--- config.mk ---
export PLATFORM = sky130hd
export DESIGN_NAME = multilevel_priority_task_queue_top
export DESIGN_NICKNAME = d
export VERILOG_FILES = /design/src/hw/rtl/mlpq_pkg.sv /design/src/hw/rtl/multilevel_priority_task_queue_top.sv /design/src/hw/rtl/mlpq_ram.sv /design/src/hw/rtl/mlpq_ctrl.sv /design/src/hw/rtl/mlpq_datapath.sv
export SDC_FILE = /design/constraint.sdc
export NUM_CORES = 2
export LEC_CHECK = 0
export ABC_AREA = 0
export CORE_MARGIN = 5
export CORE_UTILIZATION = 40
export CTS_CLUSTER_DIAMETER = 50
export CTS_CLUSTER_SIZE = 14
export DETAILED_ROUTE_END_ITERATION = 8
export DONT_BUFFER_PORTS = 1
export SLEW_MARGIN = 5
export SYNTH_ARGS = -nofsm -noshare
export SYNTH_HDL_FRONTEND = slang
export SYNTH_HIERARCHICAL = 1
export SYNTH_SLANG_ARGS = --single-unit
--- constraint.sdc ---
create_clock -name aclk -period 4.5 [get_ports aclk]
set_clock_uncertainty 0.1 [all_clocks]
set_input_delay 0.9 -clock aclk [delete_from_list [all_inputs] [get_ports aclk]]
set_output_delay 0.9 -clock aclk [all_outputs]
set_load 0.05 [all_outputs]
--- src/hw/rtl/mlpq_pkg.sv ---
// Shared constants, codes and control/status types of the multilevel priority task queue.
package mlpq_pkg;

    localparam int DEF_LEVELS      = 8;
    localparam int DEF_CAPACITY    = 64;
    localparam int DEF_HANDLE_BITS = 16;

    localparam int OPCODE_W   = 2;
    localparam int PRIO_W     = 8;
    localparam int MAXLVL_W   = 3;
    localparam int STATUS_W   = 2;
    localparam int PENDING_W  = 7;
    localparam int CURTOP_W   = 3;

    localparam logic [MAXLVL_W-1:0] MAX_LEVEL_RESET = 3'd7;

    localparam logic [OPCODE_W-1:0] OP_PUSH  = 2'd0;
    localparam logic [OPCODE_W-1:0] OP_POP   = 2'd1;
    localparam logic [OPCODE_W-1:0] OP_CLEAR = 2'd2;

    localparam logic [STATUS_W-1:0] ST_OK    = 2'd0;
    localparam logic [STATUS_W-1:0] ST_EMPTY = 2'd1;
    localparam logic [STATUS_W-1:0] ST_FULL  = 2'd2;

    typedef enum logic [5:0] {
        S_IDLE    = 6'b000001,
        S_PUSH_WR = 6'b000010,
        S_POP_RD  = 6'b000100,
        S_POP_WR  = 6'b001000,
        S_FALL    = 6'b010000,
        S_DONE    = 6'b100000
    } state_t;

    typedef struct packed {
        logic accept;
        logic push_wr;
        logic pop_rd;
        logic pop_wr;
        logic fall_step;
        logic out_load;
    } mlpq_cmd_t;

    typedef struct packed {
        logic [OPCODE_W-1:0] op;
        logic                pool_full;
        logic                top_empty;
        logic                pop_last;
        logic                fall_done;
    } mlpq_stat_t;

endpackage

--- src/hw/rtl/multilevel_priority_task_queue_top.sv ---
// One operation at a time: a new one is accepted only in the idle state, once the result of
// the previous one has been loaded. Clear, refused and no-op operations go straight to the
// result; a push reads the level tail, then writes; a pop reads, then writes, and when its
// level empties walks down to the next nonempty level or level 0. A result not taken stalls.
// Reset (aresetn low, synchronous): all levels empty, free list back to entry 0,
// count and top level zero, max_level 7, no result pending. No memory clearing pass.
module multilevel_priority_task_queue_top
    import mlpq_pkg::*;
#(
    parameter int LEVELS      = DEF_LEVELS,
    parameter int CAPACITY    = DEF_CAPACITY,
    parameter int HANDLE_BITS = DEF_HANDLE_BITS,
    localparam int IN_W  = ((PRIO_W + HANDLE_BITS + 7) / 8) * 8,
    localparam int OUT_W = ((HANDLE_BITS + PENDING_W + CURTOP_W + 7) / 8) * 8
) (
    input  logic                aclk,
    input  logic                aresetn,
    input  logic                cfg_valid,
    output logic                cfg_ready,
    input  logic [MAXLVL_W-1:0] cfg_data,    // max_level
    input  logic                s_tvalid,
    output logic                s_tready,
    input  logic [IN_W-1:0]     s_tdata,     // priority_req, task_handle, zero pad
    input  logic [OPCODE_W-1:0] s_tuser,     // opcode
    output logic                m_tvalid,
    input  logic                m_tready,
    output logic [OUT_W-1:0]    m_tdata,     // popped_handle, pending_count, current_top, pad
    output logic [STATUS_W-1:0] m_tuser      // status
);

    mlpq_cmd_t  cmd;
    mlpq_stat_t stat;

    assign cfg_ready = 1'b1;

    mlpq_ctrl u_ctrl (
        .aclk     (aclk),
        .aresetn  (aresetn),
        .s_tvalid (s_tvalid),
        .s_tready (s_tready),
        .m_tvalid (m_tvalid),
        .m_tready (m_tready),
        .stat     (stat),
        .cmd      (cmd)
    );

    mlpq_datapath #(
        .LEVELS      (LEVELS),
        .CAPACITY    (CAPACITY),
        .HANDLE_BITS (HANDLE_BITS)
    ) u_datapath (
        .aclk      (aclk),
        .aresetn   (aresetn),
        .cfg_valid (cfg_valid),
        .cfg_data  (cfg_data),
        .s_tuser   (s_tuser),
        .s_tdata   (s_tdata),
        .m_tuser   (m_tuser),
        .m_tdata   (m_tdata),
        .cmd       (cmd),
        .stat      (stat)
    );

endmodule

--- src/hw/rtl/mlpq_ram.sv ---
// Generic simple dual-port RAM: one write port, one read port with registered data.
module mlpq_ram #(
    parameter int WIDTH = 8,
    parameter int DEPTH = 16
) (
    input  logic                                   aclk,
    input  logic                                   we,
    input  logic [(DEPTH > 1 ? $clog2(DEPTH) : 1)-1:0] waddr,
    input  logic [WIDTH-1:0]                       wdata,
    input  logic [(DEPTH > 1 ? $clog2(DEPTH) : 1)-1:0] raddr,
    output logic [WIDTH-1:0]                       rdata
);

    logic [WIDTH-1:0] mem [DEPTH];
    logic [WIDTH-1:0] rdata_reg;

    always_ff @(posedge aclk) begin
        if (we) begin
            mem[waddr] <= wdata;
        end
        rdata_reg <= mem[raddr];
    end

    assign rdata = rdata_reg;

endmodule

--- src/hw/rtl/mlpq_ctrl.sv ---
// Operation sequencer of the task queue: steps each operation and owns the result valid.
module mlpq_ctrl
    import mlpq_pkg::*;
(
    input  logic       aclk,
    input  logic       aresetn,
    input  logic       s_tvalid,
    output logic       s_tready,
    output logic       m_tvalid,
    input  logic       m_tready,
    input  mlpq_stat_t stat,
    output mlpq_cmd_t  cmd
);

    state_t state_reg, state_next;
    logic   out_valid_reg, out_valid_next;

    always_comb begin
        cmd        = '0;
        state_next = state_reg;
        case (state_reg)
            S_IDLE: begin
                if (s_tvalid) begin
                    cmd.accept = 1'b1;
                    case (stat.op)
                        OP_PUSH: state_next = stat.pool_full ? S_DONE : S_PUSH_WR;
                        OP_POP:  state_next = stat.top_empty ? S_DONE : S_POP_RD;
                        default: state_next = S_DONE;
                    endcase
                end
            end
            S_PUSH_WR: begin
                cmd.push_wr = 1'b1;
                state_next  = S_DONE;
            end
            S_POP_RD: begin
                cmd.pop_rd = 1'b1;
                state_next = S_POP_WR;
            end
            S_POP_WR: begin
                cmd.pop_wr = 1'b1;
                state_next = stat.pop_last ? S_FALL : S_DONE;
            end
            S_FALL: begin
                // walk down one level a cycle to the next nonempty one, or to level 0
                cmd.fall_step = 1'b1;
                if (stat.fall_done) begin
                    state_next = S_DONE;
                end
            end
            S_DONE: begin
                if (!out_valid_reg || m_tready) begin
                    cmd.out_load = 1'b1;
                    state_next   = S_IDLE;
                end
            end
            default: state_next = S_IDLE;
        endcase
    end

    always_comb begin
        out_valid_next = out_valid_reg;
        if (cmd.out_load) begin
            out_valid_next = 1'b1;
        end else if (m_tready) begin
            out_valid_next = 1'b0;
        end
    end

    always_ff @(posedge aclk) begin
        if (!aresetn) begin
            state_reg     <= S_IDLE;
            out_valid_reg <= 1'b0;
        end else begin
            state_reg     <= state_next;
            out_valid_reg <= out_valid_next;
        end
    end

    assign s_tready = (state_reg == S_IDLE);
    assign m_tvalid = out_valid_reg;

endmodule

--- src/hw/rtl/mlpq_datapath.sv ---
// Queue datapath: level head/tail, link and payload memories, free list, counters, result register.
module mlpq_datapath
    import mlpq_pkg::*;
#(
    parameter int LEVELS      = DEF_LEVELS,
    parameter int CAPACITY    = DEF_CAPACITY,
    parameter int HANDLE_BITS = DEF_HANDLE_BITS,
    localparam int IN_W  = ((PRIO_W + HANDLE_BITS + 7) / 8) * 8,
    localparam int OUT_W = ((HANDLE_BITS + PENDING_W + CURTOP_W + 7) / 8) * 8
) (
    input  logic                aclk,
    input  logic                aresetn,
    input  logic                cfg_valid,
    input  logic [MAXLVL_W-1:0] cfg_data,
    input  logic [OPCODE_W-1:0] s_tuser,
    input  logic [IN_W-1:0]     s_tdata,
    output logic [STATUS_W-1:0] m_tuser,
    output logic [OUT_W-1:0]    m_tdata,
    input  mlpq_cmd_t           cmd,
    output mlpq_stat_t          stat
);

    localparam int LVL_W = (LEVELS > 1) ? $clog2(LEVELS) : 1;
    localparam int IDX_W = $clog2(CAPACITY);
    localparam int CNT_W = $clog2(CAPACITY + 1);
    localparam int EXT_W = (CNT_W > PENDING_W) ? CNT_W : PENDING_W;

    logic [MAXLVL_W-1:0]    max_level_reg, max_level_next;
    logic [LEVELS-1:0]      flags_reg, flags_next;
    logic [IDX_W-1:0]       free_head_reg, free_head_next;
    logic [CNT_W-1:0]       fill_reg, fill_next;
    logic [CNT_W-1:0]       total_reg, total_next;
    logic [LVL_W-1:0]       top_reg, top_next;
    logic [LVL_W-1:0]       lv_reg, lv_next;
    logic [HANDLE_BITS-1:0] handle_reg, handle_next;
    logic [STATUS_W-1:0]    status_reg, status_next;
    logic [HANDLE_BITS-1:0] popped_reg, popped_next;
    logic [IDX_W-1:0]       pop_entry_reg, pop_entry_next;
    logic                   last_reg, last_next;
    logic [OUT_W-1:0]       m_tdata_reg, m_tdata_next;
    logic [STATUS_W-1:0]    m_tuser_reg, m_tuser_next;

    logic [PRIO_W-1:0]      in_prio, lv_clamp;
    logic [HANDLE_BITS-1:0] in_handle;
    logic [LVL_W-1:0]       in_lv, top_dec;
    logic                   fresh;
    logic [IDX_W-1:0]       free_succ;
    logic [EXT_W-1:0]       total_ext;
    logic [PRIO_W-1:0]      top_ext;

    logic                   head_we, tail_we, link_we;
    logic [LVL_W-1:0]       head_waddr, tail_raddr;
    logic [IDX_W-1:0]       head_wdata, link_waddr, link_raddr;
    logic [IDX_W-1:0]       head_q, tail_q, link_q;
    logic [HANDLE_BITS-1:0] pay_q;

    assign in_prio   = s_tdata[PRIO_W-1:0];
    assign in_handle = s_tdata[PRIO_W +: HANDLE_BITS];

    // clamp the requested level to max_level and to the last level
    always_comb begin
        lv_clamp = in_prio;
        if (lv_clamp > PRIO_W'(max_level_reg)) begin
            lv_clamp = PRIO_W'(max_level_reg);
        end
        if (lv_clamp > PRIO_W'(LEVELS - 1)) begin
            lv_clamp = PRIO_W'(LEVELS - 1);
        end
    end
    assign in_lv = lv_clamp[LVL_W-1:0];

    assign top_dec = top_reg - 1'b1;

    // entries at or above the fill mark were never linked: they chain in index order
    assign fresh     = (CNT_W'(free_head_reg) >= fill_reg);
    assign free_succ = fresh ? ((free_head_reg == IDX_W'(CAPACITY - 1)) ? '0
                                                                       : free_head_reg + 1'b1)
                             : link_q;

    assign stat.op        = s_tuser;
    assign stat.pool_full = (total_reg >= CNT_W'(CAPACITY));
    assign stat.top_empty = !flags_reg[top_reg];
    assign stat.pop_last  = last_reg;
    assign stat.fall_done = (top_reg == '0) || flags_reg[top_dec];

    // memory ports
    assign tail_raddr = (s_tuser == OP_PUSH) ? in_lv : top_reg;
    assign link_raddr = cmd.pop_rd ? head_q : free_head_reg;

    assign link_we    = (cmd.push_wr && flags_reg[lv_reg]) || cmd.pop_wr;
    assign link_waddr = cmd.push_wr ? tail_q : pop_entry_reg;

    assign head_we    = (cmd.push_wr && !flags_reg[lv_reg]) || (cmd.pop_wr && !last_reg);
    assign head_waddr = cmd.push_wr ? lv_reg : top_reg;
    assign head_wdata = cmd.push_wr ? free_head_reg : link_q;

    assign tail_we    = cmd.push_wr;

    mlpq_ram #(.WIDTH(IDX_W), .DEPTH(LEVELS)) u_head_ram (
        .aclk  (aclk),
        .we    (head_we),
        .waddr (head_waddr),
        .wdata (head_wdata),
        .raddr (top_reg),
        .rdata (head_q)
    );

    mlpq_ram #(.WIDTH(IDX_W), .DEPTH(LEVELS)) u_tail_ram (
        .aclk  (aclk),
        .we    (tail_we),
        .waddr (lv_reg),
        .wdata (free_head_reg),
        .raddr (tail_raddr),
        .rdata (tail_q)
    );

    mlpq_ram #(.WIDTH(IDX_W), .DEPTH(CAPACITY)) u_link_ram (
        .aclk  (aclk),
        .we    (link_we),
        .waddr (link_waddr),
        .wdata (free_head_reg),
        .raddr (link_raddr),
        .rdata (link_q)
    );

    mlpq_ram #(.WIDTH(HANDLE_BITS), .DEPTH(CAPACITY)) u_pay_ram (
        .aclk  (aclk),
        .we    (cmd.push_wr),
        .waddr (free_head_reg),
        .wdata (handle_reg),
        .raddr (head_q),
        .rdata (pay_q)
    );

    assign total_ext = EXT_W'(total_reg);
    assign top_ext   = PRIO_W'(top_reg);

    always_comb begin
        max_level_next = max_level_reg;
        flags_next     = flags_reg;
        free_head_next = free_head_reg;
        fill_next      = fill_reg;
        total_next     = total_reg;
        top_next       = top_reg;
        lv_next        = lv_reg;
        handle_next    = handle_reg;
        status_next    = status_reg;
        popped_next    = popped_reg;
        pop_entry_next = pop_entry_reg;
        last_next      = last_reg;
        m_tdata_next   = m_tdata_reg;
        m_tuser_next   = m_tuser_reg;

        if (cfg_valid) begin
            max_level_next = cfg_data;
        end

        if (cmd.accept) begin
            lv_next     = in_lv;
            handle_next = in_handle;
            popped_next = '0;
            status_next = ST_OK;
            case (s_tuser)
                OP_PUSH: begin
                    if (stat.pool_full) begin
                        status_next = ST_FULL;
                    end
                end
                OP_POP: begin
                    if (stat.top_empty) begin
                        status_next = ST_EMPTY;
                    end
                end
                OP_CLEAR: begin
                    flags_next     = '0;
                    free_head_next = '0;
                    fill_next      = '0;
                    total_next     = '0;
                    top_next       = '0;
                end
                default: ;
            endcase
        end

        if (cmd.push_wr) begin
            flags_next[lv_reg] = 1'b1;
            free_head_next     = free_succ;
            if (fresh) begin
                fill_next = CNT_W'(free_head_reg) + 1'b1;
            end
            total_next = total_reg + 1'b1;
            if (lv_reg > top_reg) begin
                top_next = lv_reg;
            end
        end

        if (cmd.pop_rd) begin
            pop_entry_next = head_q;
            last_next      = (head_q == tail_q);
        end

        if (cmd.pop_wr) begin
            popped_next = pay_q;
            if (last_reg) begin
                flags_next[top_reg] = 1'b0;
            end
            // return the entry to the front of the free list
            free_head_next = pop_entry_reg;
            total_next     = total_reg - 1'b1;
        end

        if (cmd.fall_step) begin
            top_next = (top_reg == '0) ? '0 : top_dec;
        end

        if (cmd.out_load) begin
            m_tuser_next = status_reg;
            m_tdata_next = '0;
            m_tdata_next[HANDLE_BITS-1:0]                              = popped_reg;
            m_tdata_next[HANDLE_BITS +: PENDING_W]                     = total_ext[PENDING_W-1:0];
            m_tdata_next[HANDLE_BITS + PENDING_W +: CURTOP_W]          = top_ext[CURTOP_W-1:0];
        end
    end

    always_ff @(posedge aclk) begin
        if (!aresetn) begin
            max_level_reg <= MAX_LEVEL_RESET;
            flags_reg     <= '0;
            free_head_reg <= '0;
            fill_reg      <= '0;
            total_reg     <= '0;
            top_reg       <= '0;
        end else begin
            max_level_reg <= max_level_next;
            flags_reg     <= flags_next;
            free_head_reg <= free_head_next;
            fill_reg      <= fill_next;
            total_reg     <= total_next;
            top_reg       <= top_next;
        end
    end

    always_ff @(posedge aclk) begin
        lv_reg        <= lv_next;
        handle_reg    <= handle_next;
        status_reg    <= status_next;
        popped_reg    <= popped_next;
        pop_entry_reg <= pop_entry_next;
        last_reg      <= last_next;
        m_tdata_reg   <= m_tdata_next;
        m_tuser_reg   <= m_tuser_next;
    end

    assign m_tdata = m_tdata_reg;
    assign m_tuser = m_tuser_reg;

endmodule

After elaboration in Yosys (flattened, before gate mapping) --
Memories as Yosys holds them, arrays and structs flattened. A register that Yosys moved wholly into a read port is not among the register bits. Index checks and enable logic that the tools add are counted. Widths: inputs -> output; s select.
Word-level totals: bits in writable memories 1504, register bits after elaboration 113, output and inout port bits 37, word-level logic and storage cells 142, memories 4, bits of input ports 34
Memory list:
- u_datapath.u_pay_ram.mem | depth 64, width 16, read ports 1, clocked after memory_dff 1, wr ports 1, RTL line mlpq_ram.sv:14 | logic [WIDTH-1:0] mem [DEPTH];
- u_datapath.u_link_ram.mem | depth 64, width 6, read ports 1, clocked after memory_dff 1, wr ports 1, RTL line mlpq_ram.sv:14
- u_datapath.u_head_ram.mem | depth 8, width 6, read ports 1, clocked after memory_dff 1, wr ports 1, RTL line mlpq_ram.sv:14
- u_datapath.u_tail_ram.mem | depth 8, width 6, read ports 1, clocked after memory_dff 1, wr ports 1, RTL line mlpq_ram.sv:14
Cells by class: bitwise logic cells 3, eq/ne operators 13, add/sub/neg operators 5, magnitude comparators 10, reduce and logical (&&, ||, !) cells 20, mux-type cells 71
Operators with widths (number):
- $mux 6 | 15
- $mux 7 | 8
- $mux 8 | 6
- $pmux 6 s6 | 1
- $mux 16 | 2
- $mux 3 | 9
- $mux 1 | 22
- $eq 6x6->1 const B | 2
- $lt 3x4->1 const B | 3
- $pmux 6 s2 | 1
- $bmux 1 s3 | 3
- $and 8x8->8 | 1
- $gt 8x3->1 | 1
- $gt 8x3->1 const B | 1
- $not 8->8 | 1
- $or 8x8->8 | 1
- $add 6x1->7 const B | 1
- $add 7x1->7 const B | 1
- $ge 6x7->1 | 1
- $ge 7x7->1 const B | 1
- $sub 7x1->7 const B | 1
- $add 6x1->6 const B | 1
- $demux 1 s3 | 2
- $eq 6x1->1 const B | 1
- other kinds (23) | 36

Logic depth before layout (Yosys ltp) --
depth after elaboration 9, depth in mapped cells 12, depth with buffers taken out 9

By module --
Netlist, hierarchy kept.
By module, submodules not included:
- mlpq_ram (u_datapath.u_pay_ram) | area each 40042.2 um^2, cells an instance 1829, instances 1, sequential area each 31069.8 um^2
- mlpq_ram (u_datapath.u_link_ram) | area each 15225.9 um^2, cells an instance 720, instances 1, sequential area each 11651.2 um^2
- mlpq_datapath | area each 5226.3 um^2, cells an instance 467, instances 1, sequential area each 2842.7 um^2
- mlpq_ram (u_datapath.u_head_ram ...) | area each 2021.9 um^2, cells an instance 88, instances 2, sequential area each 1561.5 um^2
- mlpq_ctrl | area each 425.4 um^2, cells an instance 48, instances 1, sequential area each 140.1 um^2
- multilevel_priority_task_queue_top | area each 11.3 um^2, cells an instance 2, instances 1, sequential area each 0.0 um^2

Worst setup path before layout --
Ideal clock, no wire load.
kind flip-flop to flip-flop, start point reg u_ctrl.state_reg[4], end point mem u_datapath/u_link_ram/mem[39][0] (netlist name), enable pin, data required time 4.050 ns, stages on the path, launching flop included 11, buffers on the path 4, setup time 0.350 ns, arrival 3.489 ns, slack 0.560 ns, cell sequence dfxtp_1 -> nor2_1 -> nand2_1 -> nor4_1 -> buf_2 -> buf_1 -> mux2_2 -> clkbuf_1 -> or3b_2 -> clkbuf_1 -> nor2_1
RTL lines:
- start, declared | RTL line mlpq_ctrl.sv:15 | state_t state_reg, state_next;
- start signal, assigned | RTL line mlpq_ctrl.sv:75 | state_reg <= state_next;
- end, declared | RTL line mlpq_ram.sv:14

==> results_dict.tcl <==
set metrics [dict create \
    synth_mux_area_share_pct 15.2 \
    comb_power_share_pct 2.6 \
    cap_violations 0 \
    p_sw_share_pct 21.0 \
    slew_headroom_pct 15.6 \
    io-pin-count 71 \
    status "finished clean" \
    cts_hold_buf 0 \
    drive_gt1_share_pct 23.7 \
    grt_pass1_vias 31704 \
    ys.warnings.count 6 \
    ctsHtreeMaxLevel 4 \
    worst_pin_slew_ps 1250 \
    pre_cts_ws_ps 660 \
    fillers 13655 \
    detail_route.wl_per_cell_um 26.7 \
    core_area_sq_um 162000 \
    post-route-drc-count 0 \
    crit_arrival_ps 4380 \
    vias 31807 \
    cts_root_buf "clkbuf_16" \
    finalSetupViolations 0 \
    dp_hpwl_um 92100 \
    grt.total_usage_pct 17.6 \
    worstPathRequired_ps 5070 \
    grt_pass1_wl_um 221000 \
    period_share_pct 84.7 \
    hold_violations 0 \
    postCtsSetupRepairBufs 0 \
    worstSetupEndpointType "register" \
    finalNetCount 3432 \
    synth_area_per_cell_sq_um 20.0 \
    synth_simple_gate_area_share_pct 3.99 \
    power.leakage_nw 23.0 \
    critPathMaxFanout 35 \
    synthAdderAreaFrac_pct 0.347 \
    power-per-cell-area_nw_per_um2 418 \
    clk_latency_ps 790 \
    synth_area_leaders "edfxtp_1 (73%), mux4_2 (11%), dfxtp_1 (2.3%), mux2i_1 (1.6%), mux4_1 (1.4%)" \
    ant_nets 0 \
    power_switching_mw 6.39 \
    seqPwrFrac_pct 55.8 \
    drt_first_pass_iters 5 \
    grt_start_max_net_pins 81 \
    num_rows 148 \
    peakVddDrop_v 0.000343 \
    synth_compound_area_share_pct 3.15 \
    period_needed_ps 3810 \
    drt-total-wl_um 151000 \
    internal_power_mw 24.1 \
    rsz0062_at_grt "false" \
    synth_edf_count 1576 \
    top_regs "u_datapath/u_pay_ram/mem: 1024 flops, u_datapath/u_link_ram/mem: 384 flops" \
    cts_buffers 154 \
    synth_top_family_by_area "multiplexers" \
    grt_overflow 0 \
    die_w_um 413 \
    dieHeight_um 413 \
    regMostFlops "u_datapath/u_pay_ram/mem" \
    hp-class "primary input to register" \
    critical_path_class "register to register" \
    cts_tree "done" \
    initial_core_util_pct 40.1 \
    cts_resized 0 \
    synthArstFlopShare_pct 0 \
    largest_reg_flops 1024 \
    start_kind "register" \
    setup_ws_ps 688 \
    yosysUniqueCellTypes 79 \
    synth_ff_type "edfxtp_1" \
    dieArea_sq_um 171000 \
    io_buffers 0 \
    slew_viol_final 0 \
    drt_iter0_markers 3420 \
    synthesis.area_sq_um 65000 \
    yosysTopAreaCell "edfxtp_1" \
    synth_cells 3242 \
    fmax_ghz 0.262 \
    viasPerCell 5.62 \
    yosysSeqAreaShare_pct 75.1 \
    clockBufferDepth 3 \
    gp_congestion 0.799 \
    clkPwrFrac_pct 41.6 \
    synth_xor_area_share_pct 0.162 \
    synth_top_area_share_pct 72.8 \
    clkTransAtPathRegs_ps 60 \
    antenna_found_initial 8 \
    cts_sinks 1651 \
    area_growth_pct 12.1 \
    totalNegativeSetupSlack_ps 0 \
    ys_ff_latch 1651 \
]
kinds of logic after synthesis:
logic type | Yosys count
adders and majority gates | 18
AOI/OAI and AO/OA | 287
and+or+nand+nor | 529
xor gates and xnor gates | 12
other | 2
muxes | 529
DFF | 1651
buffers and inverters | 214
cells in the final DEF, fill, tap and decap left out, types with 8 or more instances in the layout:
cell	count
buf_12	10
nand2_1	114
mux2_2	75
nor2_1	170
nor2b_1	39
dfxtp_4	8
o22ai_1	15
mux4_2	313
a211oi_1	16
a22o_1	8
clkinv_1	10
o221ai_1	10
ha_1	18
buf_4	155
a211o_1	9
nand3b_1	8
nand3_1	44
clkbuf_1	38
and2_1	25
a31oi_1	13
mux2i_1	106
o21ai_1	10
o21ai_0	35
inv_1	25
mux4_1	34
a221oi_1	21
dfxtp_1	64
nand2b_1	17
xnor2_1	8
a21oi_1	43
nand4_1	19
a22oi_1	48
nor2_2	15
nor3_1	19
clkbuf_16	154
inv_6	11
a311oi_1	8
clkinv_2	8
edfxtp_1	1576
cell usage after synthesis (36+ instances only):
library cell and n:
edfxtp_1 1576, mux2_2 76, a21oi_1 43, a22oi_1 48, dfxtp_1 75, nand2_1 114, buf_2 55, nand3_1 44
mux4_2 313, nor2b_1 43, o21ai_0 36, mux2i_1 106, clkbuf_1 63, nor2_1 183
per-stage QoR:
stage	area (sq um)	utilization (%)	hold WS (ps)	total power, mW	cells
3_3_place_gp	68000	41.9	304	18.1	5399
4_1_cts	72900	44.9	15.6	30.7	5660
3_5_place_dp	68000	41.9	305	18.2	5399
2_1_floorplan	65000	-	300	17.8	3247
6_report	72900	44.9	86.3	30.5	5662
5_1_grt	72900	44.9	44.6	31.4	5660
per-layer routing:
layer	global-route usage, %	wire length [um]
met5	0	14
met4	4.57	2910
met3	3.18	10900
met2	27.3	71200
met1	26.0	66200
power by group through the flow:
stage | registers, mW | logic [mW] | clock network (mW)
CTS | 17.0 | 0.820 | 12.9
global route | 17.0 | 0.866 | 13.6
finish | 17.0 | 0.805 | 12.7
detailed placement | 17.3 | 0.818 | 0
global placement | 17.3 | 0.798 | 0
floorplan | 17.4 | 0.431 | 0
final timing paths:
path | from | endpoint | slack [ps] | cells after the start
max | u_ctrl/state_reg[4] | u_datapath/u_link_ram/rdata[0] | 690 | 11
min | aresetn | u_datapath/max_level_reg[0] | 90 | 1
max reg2reg | u_ctrl/state_reg[4] | u_datapath/u_link_ram/rdata[0] | 690 | 11
min reg2reg | u_datapath/popped_reg[4] | u_datapath/m_tdata[4] | 320 | 0
worst max-delay path: stages (launching register included):
cell      delay, ps
dfxtp_1         380
or4_1           620
nor3b_2         200
buf_4           260
nand2_1         120
o21ai_4         400
buf_12          360
mux4_2          530
nor2b_1         140
a211oi_1        220
a21oi_1          80
a32o_1          270
cell type report:
type,instances,area [sq um],share of cell area (%)
timing repair buffer,165,1360,1.87
sequential,1651,48900,67.1
tap,2175,2720,3.73
antenna,2,5.00,0.00687
inverter,26,97.6,0.134
clock buffer,198,4080,5.60
multi-input combinational,1382,14900,20.5
clock inverter,63,791,1.09
(Power assumes the default switching activity.)
